==> src/khsa_pkg.sv <==
// ----------------------------------------------------------------------------
// khsa_pkg
// Shared widths, reset values, key and register codes and the control
// structs that pass between the controller and the datapath.
// ----------------------------------------------------------------------------
package khsa_pkg;

  localparam int DAC_BITS   = 12;
  localparam int SP_BITS    = 10;
  localparam int KEY_W      = 5;
  localparam int HOLD_W     = 4;
  localparam int COARSE_W   = 7;
  localparam int OFFSET_W   = 8;
  localparam int CFG_IDX_W  = 2;
  localparam int CFG_DATA_W = SP_BITS;

  // divider sizes: setpoint scaled by 2^DAC_BITS over (max + 1)
  localparam int DIVIDEND_W = SP_BITS + DAC_BITS;
  localparam int DIVISOR_W  = SP_BITS + 1;
  localparam int DIV_CNT_W  = $clog2(DIVIDEND_W);

  localparam int S_TDATA_W  = ((KEY_W + 7) / 8) * 8;
  localparam int M_TDATA_W  = ((SP_BITS + DAC_BITS + 7) / 8) * 8;
  localparam int M_TUSER_W  = 2;

  localparam logic [SP_BITS-1:0]  MAX_SP_RST   = SP_BITS'(499);
  localparam logic [HOLD_W-1:0]   HOLD_RST     = HOLD_W'(4);
  localparam logic [COARSE_W-1:0] COARSE_RST   = COARSE_W'(10);
  localparam logic [OFFSET_W-1:0] OFFSET_RST   = OFFSET_W'(50);
  localparam logic [SP_BITS-1:0]  SETPOINT_RST = SP_BITS'(10);

  // key codes
  localparam logic [KEY_W-1:0] KEY_NONE    = KEY_W'(0);
  localparam logic [KEY_W-1:0] KEY_UP      = KEY_W'(1);
  localparam logic [KEY_W-1:0] KEY_DOWN    = KEY_W'(2);
  localparam logic [KEY_W-1:0] KEY_C_UP    = KEY_W'(3);
  localparam logic [KEY_W-1:0] KEY_C_DOWN  = KEY_W'(4);
  localparam logic [KEY_W-1:0] KEY_ADJUST  = KEY_W'(5);
  localparam logic [KEY_W-1:0] KEY_MEASURE = KEY_W'(6);

  // configuration register indexes
  localparam logic [CFG_IDX_W-1:0] REG_MAX_SP = CFG_IDX_W'(0);
  localparam logic [CFG_IDX_W-1:0] REG_HOLD   = CFG_IDX_W'(1);
  localparam logic [CFG_IDX_W-1:0] REG_COARSE = CFG_IDX_W'(2);
  localparam logic [CFG_IDX_W-1:0] REG_OFFSET = CFG_IDX_W'(3);

  typedef struct packed {
    logic load_key;
    logic update;
    logic div_start;
    logic div_step;
    logic load_out;
  } ctrl_cmd_t;

  typedef struct packed {
    logic need_write;
    logic div_last;
  } dp_status_t;

endpackage

==> src/khsa_ctrl.sv <==
// ----------------------------------------------------------------------------
// khsa_ctrl
// Tick sequencer: accepts a key beat, runs the key update, drives the
// divider when a converter write is due and loads the output register.
// ----------------------------------------------------------------------------
module khsa_ctrl (
  input  logic                  clk,
  input  logic                  rst,
  input  logic                  in_valid,
  output logic                  in_ready,
  output logic                  out_valid,
  input  logic                  out_ready,
  input  khsa_pkg::dp_status_t  status,
  output khsa_pkg::ctrl_cmd_t   cmd
);
  import khsa_pkg::*;

  typedef enum logic [4:0] {
    S_IDLE   = 5'b00001,
    S_UPDATE = 5'b00010,
    S_CHECK  = 5'b00100,
    S_DIV    = 5'b01000,
    S_FINISH = 5'b10000
  } state_t;

  state_t state;
  state_t state_next;

  always_comb begin
    cmd        = '0;
    state_next = state;
    unique case (state)
      S_IDLE: begin
        if (in_valid) begin
          cmd.load_key = 1'b1;
          state_next   = S_UPDATE;
        end
      end
      S_UPDATE: begin
        cmd.update = 1'b1;
        state_next = S_CHECK;
      end
      S_CHECK: begin
        if (status.need_write) begin
          cmd.div_start = 1'b1;
          state_next    = S_DIV;
        end else begin
          state_next = S_FINISH;
        end
      end
      S_DIV: begin
        cmd.div_step = 1'b1;
        if (status.div_last) begin
          state_next = S_FINISH;
        end
      end
      S_FINISH: begin
        // output register must be empty or emptying this cycle
        if (!out_valid || out_ready) begin
          cmd.load_out = 1'b1;
          state_next   = S_IDLE;
        end
      end
      default: state_next = S_IDLE;
    endcase
  end

  always_ff @(posedge clk) begin
    if (rst) begin
      state <= S_IDLE;
    end else begin
      state <= state_next;
    end
  end

  always_ff @(posedge clk) begin
    if (rst) begin
      out_valid <= 1'b0;
    end else if (cmd.load_out) begin
      out_valid <= 1'b1;
    end else if (out_ready) begin
      out_valid <= 1'b0;
    end
  end

  // no key beat is taken while in reset
  assign in_ready = (state == S_IDLE) && !rst;

  assert property (@(posedge clk) disable iff (rst)
    cmd.div_start |=> (state == S_DIV))
    else $error("divider start did not enter divide state");

  assert property (@(posedge clk) disable iff (rst)
    cmd.load_out |=> out_valid && in_ready)
    else $error("result load did not set output valid and return to idle");

  assert property (@(posedge clk) disable iff (rst)
    (out_valid && !out_ready) |-> !cmd.load_out)
    else $error("output register overwritten while held");

endmodule

==> src/khsa_dp.sv <==
// ----------------------------------------------------------------------------
// khsa_dp
// Configuration registers, key hold and setpoint state, a restoring divider
// (one quotient bit per cycle) and the output register.
// ----------------------------------------------------------------------------
module khsa_dp (
  input  logic                                clk,
  input  logic                                rst,
  input  logic                                cfg_we,
  input  logic [khsa_pkg::CFG_IDX_W-1:0]      cfg_index,
  input  logic [khsa_pkg::CFG_DATA_W-1:0]     cfg_data,
  input  logic [khsa_pkg::KEY_W-1:0]          key_in,
  input  khsa_pkg::ctrl_cmd_t                 cmd,
  output khsa_pkg::dp_status_t                status,
  output logic [khsa_pkg::SP_BITS-1:0]        out_setpoint,
  output logic [khsa_pkg::DAC_BITS-1:0]       out_code,
  output logic                                out_strobe,
  output logic                                out_mode
);
  import khsa_pkg::*;

  logic [SP_BITS-1:0]  max_setpoint;
  logic [HOLD_W-1:0]   hold_ticks;
  logic [COARSE_W-1:0] coarse_step;
  logic [OFFSET_W-1:0] code_offset;

  logic [KEY_W-1:0]    key_reg;
  logic [SP_BITS-1:0]  setpoint;
  logic [HOLD_W-1:0]   hold_count;
  logic                fired;
  logic                mode_reg;
  logic                write_pending;
  logic                strobe_flag;

  logic [SP_BITS-1:0]  setpoint_next;
  logic [HOLD_W-1:0]   hold_count_next;
  logic                fired_next;
  logic                mode_next;
  logic                pending_next;
  logic [SP_BITS:0]    coarse_sum;
  logic [SP_BITS-1:0]  coarse_ext;

  logic [DIVISOR_W-1:0]  rem;
  logic [DIVIDEND_W-1:0] quo;
  logic [DIVISOR_W-1:0]  divisor;
  logic [DIV_CNT_W-1:0]  div_cnt;
  logic [DIVISOR_W+1:0]  trial;

  logic [DIVIDEND_W-1:0] code_diff;
  logic [DAC_BITS-1:0]   code_final;

  // configuration
  always_ff @(posedge clk) begin
    if (rst) begin
      max_setpoint <= MAX_SP_RST;
      hold_ticks   <= HOLD_RST;
      coarse_step  <= COARSE_RST;
      code_offset  <= OFFSET_RST;
    end else if (cfg_we) begin
      unique case (cfg_index)
        REG_MAX_SP: max_setpoint <= cfg_data[SP_BITS-1:0];
        REG_HOLD:   hold_ticks   <= cfg_data[HOLD_W-1:0];
        REG_COARSE: coarse_step  <= cfg_data[COARSE_W-1:0];
        REG_OFFSET: code_offset  <= cfg_data[OFFSET_W-1:0];
        default:    ;
      endcase
    end
  end

  assign coarse_ext = SP_BITS'(coarse_step);
  assign coarse_sum = {1'b0, setpoint} + {1'b0, coarse_ext};

  // key hold and action
  always_comb begin
    setpoint_next   = setpoint;
    hold_count_next = hold_count;
    fired_next      = fired;
    mode_next       = mode_reg;
    pending_next    = write_pending;
    if (key_reg == KEY_NONE) begin
      hold_count_next = '0;
      fired_next      = 1'b0;
    end else if (!fired) begin
      if (hold_count < hold_ticks) begin
        hold_count_next = hold_count + HOLD_W'(1);
      end else begin
        fired_next = 1'b1;
        unique case (key_reg)
          KEY_UP: begin
            if (setpoint < max_setpoint) begin
              setpoint_next = setpoint + SP_BITS'(1);
              pending_next  = 1'b1;
            end
          end
          KEY_DOWN: begin
            if (setpoint != '0) begin
              setpoint_next = setpoint - SP_BITS'(1);
              pending_next  = 1'b1;
            end
          end
          KEY_C_UP: begin
            if (coarse_sum < {1'b0, max_setpoint}) begin
              setpoint_next = coarse_sum[SP_BITS-1:0];
              pending_next  = 1'b1;
            end
          end
          KEY_C_DOWN: begin
            if (setpoint > coarse_ext) begin
              setpoint_next = setpoint - coarse_ext;
              pending_next  = 1'b1;
            end
          end
          KEY_ADJUST:  mode_next = 1'b0;
          KEY_MEASURE: mode_next = 1'b1;
          default:     ;
        endcase
      end
    end
  end

  always_ff @(posedge clk) begin
    if (cmd.load_key) begin
      key_reg <= key_in;
    end
  end

  always_ff @(posedge clk) begin
    if (rst) begin
      setpoint      <= SETPOINT_RST;
      hold_count    <= '0;
      fired         <= 1'b0;
      mode_reg      <= 1'b0;
      write_pending <= 1'b1;
      strobe_flag   <= 1'b0;
    end else begin
      if (cmd.update) begin
        setpoint      <= setpoint_next;
        hold_count    <= hold_count_next;
        fired         <= fired_next;
        mode_reg      <= mode_next;
        write_pending <= pending_next;
        strobe_flag   <= 1'b0;
      end
      if (cmd.div_start) begin
        write_pending <= 1'b0;
        strobe_flag   <= 1'b1;
      end
    end
  end

  // restoring divider, msb first
  assign trial = {1'b0, rem, quo[DIVIDEND_W-1]} - {2'b00, divisor};

  always_ff @(posedge clk) begin
    if (cmd.div_start) begin
      rem     <= '0;
      quo     <= {setpoint, {DAC_BITS{1'b0}}};
      divisor <= {1'b0, max_setpoint} + DIVISOR_W'(1);
      div_cnt <= DIV_CNT_W'(DIVIDEND_W - 1);
    end else if (cmd.div_step) begin
      if (!trial[DIVISOR_W+1]) begin
        rem <= trial[DIVISOR_W-1:0];
        quo <= {quo[DIVIDEND_W-2:0], 1'b1};
      end else begin
        rem <= {rem[DIVISOR_W-2:0], quo[DIVIDEND_W-1]};
        quo <= {quo[DIVIDEND_W-2:0], 1'b0};
      end
      div_cnt <= div_cnt - DIV_CNT_W'(1);
    end
  end

  assign status.need_write = !mode_reg && write_pending;
  assign status.div_last   = (div_cnt == '0);

  // offset and saturation, difference only used when quo is above the offset
  assign code_diff = quo - DIVIDEND_W'(code_offset);

  always_comb begin
    if (!strobe_flag || quo <= DIVIDEND_W'(code_offset)) begin
      code_final = '0;
    end else if (|code_diff[DIVIDEND_W-1:DAC_BITS]) begin
      code_final = '1;
    end else begin
      code_final = code_diff[DAC_BITS-1:0];
    end
  end

  always_ff @(posedge clk) begin
    if (cmd.load_out) begin
      out_setpoint <= setpoint;
      out_code     <= code_final;
      out_strobe   <= strobe_flag;
      out_mode     <= mode_reg;
    end
  end

  assert property (@(posedge clk) disable iff (rst)
    cmd.div_start |=> !write_pending && strobe_flag)
    else $error("converter write started but pending mark not cleared");

  assert property (@(posedge clk) disable iff (rst)
    cmd.div_step |=> (rem < divisor))
    else $error("divider remainder not below divisor");

  assert property (@(posedge clk) disable iff (rst)
    (cmd.update && key_reg == KEY_NONE) |=> (hold_count == '0) && !fired)
    else $error("key release did not re-arm hold logic");

  assert property (@(posedge clk) disable iff (rst)
    (cmd.load_out && !strobe_flag) |=> (out_code == '0) && !out_strobe)
    else $error("code issued without a converter write");

endmodule

==> src/key_hold_setpoint_adjuster.sv <==
// ----------------------------------------------------------------------------
// key_hold_setpoint_adjuster
// Key-hold setpoint adjuster with converter code scaling.
// ----------------------------------------------------------------------------
// One key beat is one timer tick and yields exactly one result beat. A tick
// with no converter write passes through the update and check states and
// then loads its result; a tick that issues a write also runs the 22-step
// restoring divider between the check and the result load, which forms
// setpoint * 4096 / (max_setpoint + 1) one quotient bit per cycle. A new key
// beat is taken once the previous result sits in the output register, even
// if that result has not been taken yet; the result load waits only while the
// output register still holds an untaken beat. Configuration writes are
// accepted at any time out of reset and should be issued while idle.
module key_hold_setpoint_adjuster (
  input  logic                              clk,
  input  logic                              rst,
  // key tick
  input  logic                              s_tvalid,
  output logic                              s_tready,
  input  logic [khsa_pkg::S_TDATA_W-1:0]    s_tdata,   // [4:0] key_number
  // result
  output logic                              m_tvalid,
  input  logic                              m_tready,
  output logic [khsa_pkg::M_TDATA_W-1:0]    m_tdata,   // [9:0] setpoint_value, [21:10] converter_code
  output logic [khsa_pkg::M_TUSER_W-1:0]    m_tuser,   // [0] write_strobe, [1] measure_mode
  // configuration
  input  logic                              cfg_valid,
  output logic                              cfg_ready,
  input  logic [khsa_pkg::CFG_IDX_W-1:0]    cfg_index,
  input  logic [khsa_pkg::CFG_DATA_W-1:0]   cfg_data
);
  import khsa_pkg::*;

  ctrl_cmd_t           cmd;
  dp_status_t          status;
  logic [SP_BITS-1:0]  out_setpoint;
  logic [DAC_BITS-1:0] out_code;
  logic                out_strobe;
  logic                out_mode;

  khsa_ctrl u_ctrl (
    .clk       (clk),
    .rst       (rst),
    .in_valid  (s_tvalid),
    .in_ready  (s_tready),
    .out_valid (m_tvalid),
    .out_ready (m_tready),
    .status    (status),
    .cmd       (cmd)
  );

  khsa_dp u_dp (
    .clk          (clk),
    .rst          (rst),
    .cfg_we       (cfg_valid),
    .cfg_index    (cfg_index),
    .cfg_data     (cfg_data),
    .key_in       (s_tdata[KEY_W-1:0]),
    .cmd          (cmd),
    .status       (status),
    .out_setpoint (out_setpoint),
    .out_code     (out_code),
    .out_strobe   (out_strobe),
    .out_mode     (out_mode)
  );

  assign cfg_ready = !rst;
  assign m_tdata   = {{(M_TDATA_W - SP_BITS - DAC_BITS){1'b0}}, out_code, out_setpoint};
  assign m_tuser   = {out_mode, out_strobe};

endmodule
==> config.mk <==
export PLATFORM = sky130hd
export DESIGN_NAME = key_hold_setpoint_adjuster
export DESIGN_NICKNAME = d
export VERILOG_FILES = /design/src/khsa_pkg.sv /design/src/khsa_ctrl.sv /design/src/khsa_dp.sv /design/src/key_hold_setpoint_adjuster.sv
export SDC_FILE = /design/constraint.sdc
export NUM_CORES = 1
export LEC_CHECK = 0
export BUFFER_PORTS_ARGS = -buffer_cell sky130_fd_sc_hd__buf_2
export CAP_MARGIN = 20
export CORE_MARGIN = 4
export CORE_UTILIZATION = 50
export CTS_CLUSTER_DIAMETER = 100
export CTS_CLUSTER_SIZE = 20
export DETAILED_ROUTE_END_ITERATION = 8
export PLACE_DENSITY = 0.7
export REMOVE_ABC_BUFFERS = 1
export SKIP_LAST_GASP = 1
export SLEW_MARGIN = 20
export SYNTH_ARGS = -nofsm -noshare
export SYNTH_HDL_FRONTEND = slang
export SYNTH_SLANG_ARGS = --single-unit
==> constraint.sdc <==
create_clock -name clk -period 10.7 [get_ports clk]
set_input_delay 0.535 -clock clk [delete_from_list [all_inputs] [get_ports clk]]
set_output_delay 0.535 -clock clk [all_outputs]
set_load 0.02 [all_outputs]
# Word level (Yosys, flattened, before mapping)
# Index checks and enable logic that the tools add are counted.
totals:
  regBits: 131
  mem_count: 0
  wordCells: 141
  romBits: 0
  mem_bits_rw: 0
  out_inout_bits: 29
  latchBits: 0
op_classes:
  n_bitwise: 3
  n_eq_ne: 29
  add_sub_neg: 9
  magnitude_cmp: 5
  muxes: 44
  n_reduce_logical: 29
  shift: 0
  n_div: 0
  mul: 0
ops:
  columns: ["operator", "count"]
  rows:
  - ["two-way mux 22 bit", 2]
  - ["two-way mux 10 bit", 4]
  - ["case mux 10 bit (4 select lines)", 1]
  - ["two-way mux 1 bit", 25]
  - ["case mux 5 bit (5 select lines)", 1]
  - ["<= comparator 22 x 8 -> 1 bit", 1]
  - ["subtractor 22 x 8 -> 22 bit", 1]
  - ["equality test 5 x 3 -> 1 bit, second input constant", 4]
  - ["two-way mux 5 bit", 4]
  - ["AND reduction 9 bit", 2]
  - ["equality test 5 x 2 -> 1 bit, second input constant", 3]
  - ["subtractor 12 x 11 -> 13 bit", 1]
  - ["two-way mux 12 bit", 1]
  - ["two-way mux 4 bit", 3]
  - ["inequality test 2 bit, second input constant", 6]
  - ["inequality test 3 x 2 -> 1 bit, second input constant", 4]
  - ["adder 10 x 1 -> 11 bit, second input constant", 1]
  - ["adder 10 x 7 -> 11 bit", 1]
  - ["less-than comparator 11 x 10 -> 1 bit", 1]
  - ["two-way mux 11 bit", 1]
  - ["adder 10 x 1 -> 10 bit, second input constant", 1]
  - ["equality test 5 x 1 -> 1 bit, second input constant", 2]
  - ["greater-than comparator 10 x 7 -> 1 bit", 1]
  - ["zero test 5 bit", 2]
  - ["other kinds (26)", 46]

# Depth between registers and ports, before layout
depth:
  word_depth: 9
  ltp_mapped: 17

# By module
# A second synthesis with hierarchy kept.
unflattened:
  hier_cells: 893
  area_unflattened_um2: 8152.8
by_module_without_submodules:
  columns: ["module", "area_each_um2", "n_inst", "cells_each", "seq_area_each_um2"]
  rows:
  - ["khsa_dp", 7741.2, 1, 843, 3002.9]
  - ["khsa_ctrl", 374.1, 1, 44, 120.1]
  - ["key_hold_setpoint_adjuster", 37.5, 1, 6, 0.0]

# Worst setup path after synthesis
# OpenSTA, ideal clock, no wires.
synth_path:
  path_type: "register -> register"
  startpoint: "register u_dp.setpoint[1]"
  endpoint: "register u_dp.setpoint[3]"
  arrival_ps: 3716
  path_buffers: 1
  stages_incl_launch_ff: 17
  path_slack_ps: 6845
  setup_ps: 140
  synth_period_minus_slack_ps: 3855
  cell_sequence: "dfxtp_1 inv_1 fa_1 o21bai_1 a21oi_4 o21ai_1 nand3_1 xnor2_1 ha_1 a211o_1 a211oi_1 a21oi_1 o31a_1 nor4b_4 buf_6 mux2i_1 nand2_1"
synth_via:
  elab_chain_len: 4
synth_lines:
  columns: ["element", "line", "text"]
  rows:
  - ["start, declared", "khsa_dp.sv:28", "logic [SP_BITS-1:0] setpoint;"]
  - ["start signal, assigned", "khsa_dp.sv:137", "setpoint <= setpoint_next;"]
  - ["adder 10 x 7 -> 11 bit", "khsa_dp.sv:71", "assign coarse_sum = {1'b0, setpoint} + {1'b0, coarse_ext};"]
  - ["less-than comparator 11 x 10 -> 1 bit", "khsa_dp.sv:102", "if (coarse_sum < {1'b0, max_setpoint}) begin"]
  - ["inequality test 2 x 1 -> 1 bit (no source line)", null, null]
  - ["AND reduction 9 bit (no source line)", null, null]
# Parallel ways exist; a longest one is shown, timed or not. The select of a mux whose other input is x is not followed.
# A chain may end at the register's enable or synchronous reset.

# Final worst setup path
# Ends and elaborated chain as after synthesis.

==> results.json <==
{
  "outcome": "completed",
  "htreeDepth": 4,
  "hp-class": "in -> reg",
  "area_growth_pct": 12.7,
  "whs_ps": 283,
  "finalHoldViolCount": 0,
  "synth_ff_type": "dfxtp_1",
  "port_buffers": 48,
  "tns_ps": 0,
  "maxSlewHeadroom_pct": 36.6,
  "arrival_ps": 5070,
  "cap_violations": 0,
  "dp_hpwl_mm": 12.6,
  "ys_seq_elements": 131,
  "clk_latency_ps": 430,
  "maxSlewViolCount": 0,
  "synthTopCellsByArea": "dfxtp_1 (21%), edfxtp_1 (19%), ha_1 (10%)",
  "clkTransAtPathRegs_ps": 60,
  "cts_tree": "yes",
  "drtIter0Drc": 431,
  "tightest_slew_ps": 946,
  "first_global_vias": 5584,
  "synth_edf_count": 50,
  "grt_usage_pct": 20.2,
  "cts_setup_buffers": 0,
  "top_register": "u_dp.quo",
  "cts_resized": 0,
  "wl_mm": 17.5,
  "fin_crit_sh_pct": 44.8,
  "grt_pass1_wl_mm": 28.4,
  "start_util_pct": 51.0,
  "num_rows": 45,
  "fin_cells": 1080,
  "grt_antenna_before_repair": 0,
  "overflow": 0,
  "fin_util_pct": 57.5,
  "crit_type": "reg -> reg",
  "vias_per_cell": 5.63,
  "dr.pass1.iters": 5,
  "dieArea_sq_mm": 0.0176,
  "syn_avg_cell_area_sq_um": 9.25,
  "power_density_mw_per_mm2": 184,
  "root_buffer": "clkbuf_16",
  "required_ps": 10980,
  "ios": 54,
  "rsz0062_at_grt": "no",
  "syn_area_sq_mm": 0.00776,
  "place_congestion": 0.882,
  "drive_gt1_share_pct": 12.0,
  "cp-end-kind": "register",
  "yosysWarnings": 0,
  "ir_worst_vdd_uv": 127,
  "synthDistinctLibCells": 68,
  "setup_viol": 0,
  "yosys.area.top_type": "dfxtp_1",
  "vias": 6079,
  "largest_reg_flops": 22,
  "die_y_um": 133,
  "cts_buffers": 17,
  "cts_max_path_buffers": 2,
  "die_x_um": 133,
  "synth_top_area_share_pct": 20.9,
  "wl_per_cell_um": 16.2,
  "async_reset_ff_share_pct": 0,
  "drcViolationCount": 0,
  "reg.largest.list": "u_dp.quo (22), u_dp.out_code (12)",
  "synthCells": 839,
  "power_leakage_nw": 3.64,
  "ys_seq_area_share_pct": 40.3,
  "worst_setup_path_start_kind": "register",
  "cts_hold_buf": 0,
  "place_inst": 1048,
  "nNetsFinal": 974,
  "diodes": 0,
  "cts_num_sinks": 131,
  "antenna_left": 0,
  "p_total_mw": 1.61,
  "core_sq_mm": 0.0152,
  "fmax_mhz": 209,
  "period_needed_ps": 4790,
  "finalClockSkew_ps": 7.31,
  "grt_max_degree": 38,
  "cp_max_fo": 15
}
layout by cell type, fill, tap and decap left out, types with 17 or more instances in the layout:
| cell | instances |
|---|---|
| xnor2_1 | 34 |
| xor2_1 | 17 |
| dfxtp_1 | 81 |
| nand2_1 | 86 |
| clkbuf_16 | 17 |
| nand3_1 | 21 |
| o21ai_0 | 42 |
| inv_1 | 60 |
| nor2_1 | 69 |
| ha_1 | 65 |
| a21oi_1 | 55 |
| o211ai_1 | 17 |
| edfxtp_1 | 50 |
| buf_2 | 48 |
routing by layer:
layer,wire length [um],track usage (%)
met5,0,0
met4,374,7.10
met3,696,4.11
met2,8410,33.5
met1,8030,26.3
kinds of logic after synthesis:
kind of cell / after synthesis / synth area share (%)
other: 1 / 0.0483
AOI/OAI and AO/OA: 214 / 18.6
buffers and inverters: 95 / 5.08
xor gates and xnor gates: 51 / 5.76
DFF: 131 / 40.3
and+or+nand+nor: 263 / 16.7
muxes: 14 / 1.81
adders and majority gates: 70 / 11.8
worst max-delay path, cell delays in order (launching register included):
cell      delay, ps
dfxtp_1         550
inv_1           220
fa_1            490
o21bai_1        260
a21oi_4         120
o21ai_1         180
nand3_1         120
xnor2_1         280
ha_1            300
a211o_1         280
a211oi_1        210
a21oi_1         110
o31a_1          350
nor4b_4         810
mux2i_1         290
nand2_1          70
cell usage after synthesis (all sizes together), types with 5 or more instances:
| cell type | count |
|---|---|
| nor4 | 7 |
| xnor2 | 34 |
| nand2 | 86 |
| nand3b | 6 |
| nor2b | 13 |
| o21ai | 49 |
| a211oi | 14 |
| fa | 5 |
| buf | 9 |
| clkbuf | 23 |
| nand2b | 9 |
| o22ai | 5 |
| and3 | 7 |
| nor3b | 8 |
| a22o | 7 |
| a21boi | 5 |
| a21o | 10 |
| dfxtp | 81 |
| o21a | 8 |
| nor2 | 69 |
| xor2 | 17 |
| o211ai | 17 |
| ha | 65 |
| a21oi | 59 |
| nor3 | 14 |
| inv | 63 |
| edfxtp | 50 |
| nand3 | 22 |
| o311ai | 5 |
| mux2i | 14 |
report_power, final:
| group | internal [mW] | switching [mW] |
|---|---|---|
| logic | 0.163 | 0.217 |
| registers | 0.577 | 0.0452 |
| clock network | 0.375 | 0.233 |
| total | 1.12 | 0.495 |
metrics by stage:
stage / setup slack [ps] / cell area [sq um]
after floorplan: 6720 / 7600
after global routing: 5560 / 8740
final: 5910 / 8740
after CTS: 5910 / 8740
after global placement: 6010 / 8120
after detailed placement: 5930 / 8120
final timing paths:
path	startpoint	end	slack, ps	cells past startpoint
worst max-delay path	u_dp.setpoint[1]$_SDFFE_PP1P_	u_dp.setpoint[3]$_SDFFE_PP1P_	5910	15
worst min-delay path	s_tdata[2]	u_dp.key_reg[2]$_DFFE_PP_	280	1
worst max register to register	u_dp.setpoint[1]$_SDFFE_PP1P_	u_dp.setpoint[3]$_SDFFE_PP1P_	5910	15
worst min register to register	u_dp.code_offset[3]$_SDFFE_PP0P_	u_dp.code_offset[3]$_SDFFE_PP0P_	460	2
final cells by class:
cell class / instances / area, sq um
Tap cell: 188 / 235
Sequential cell: 131 / 3120
Inverter: 63 / 236
Fill cell: 1334 / 6460
Clock inverter: 14 / 178
Clock buffer: 18 / 439
Multi-Input combinational cell: 614 / 4260
Timing Repair Buffer: 52 / 270
Power figures use the tool's default switching activity.
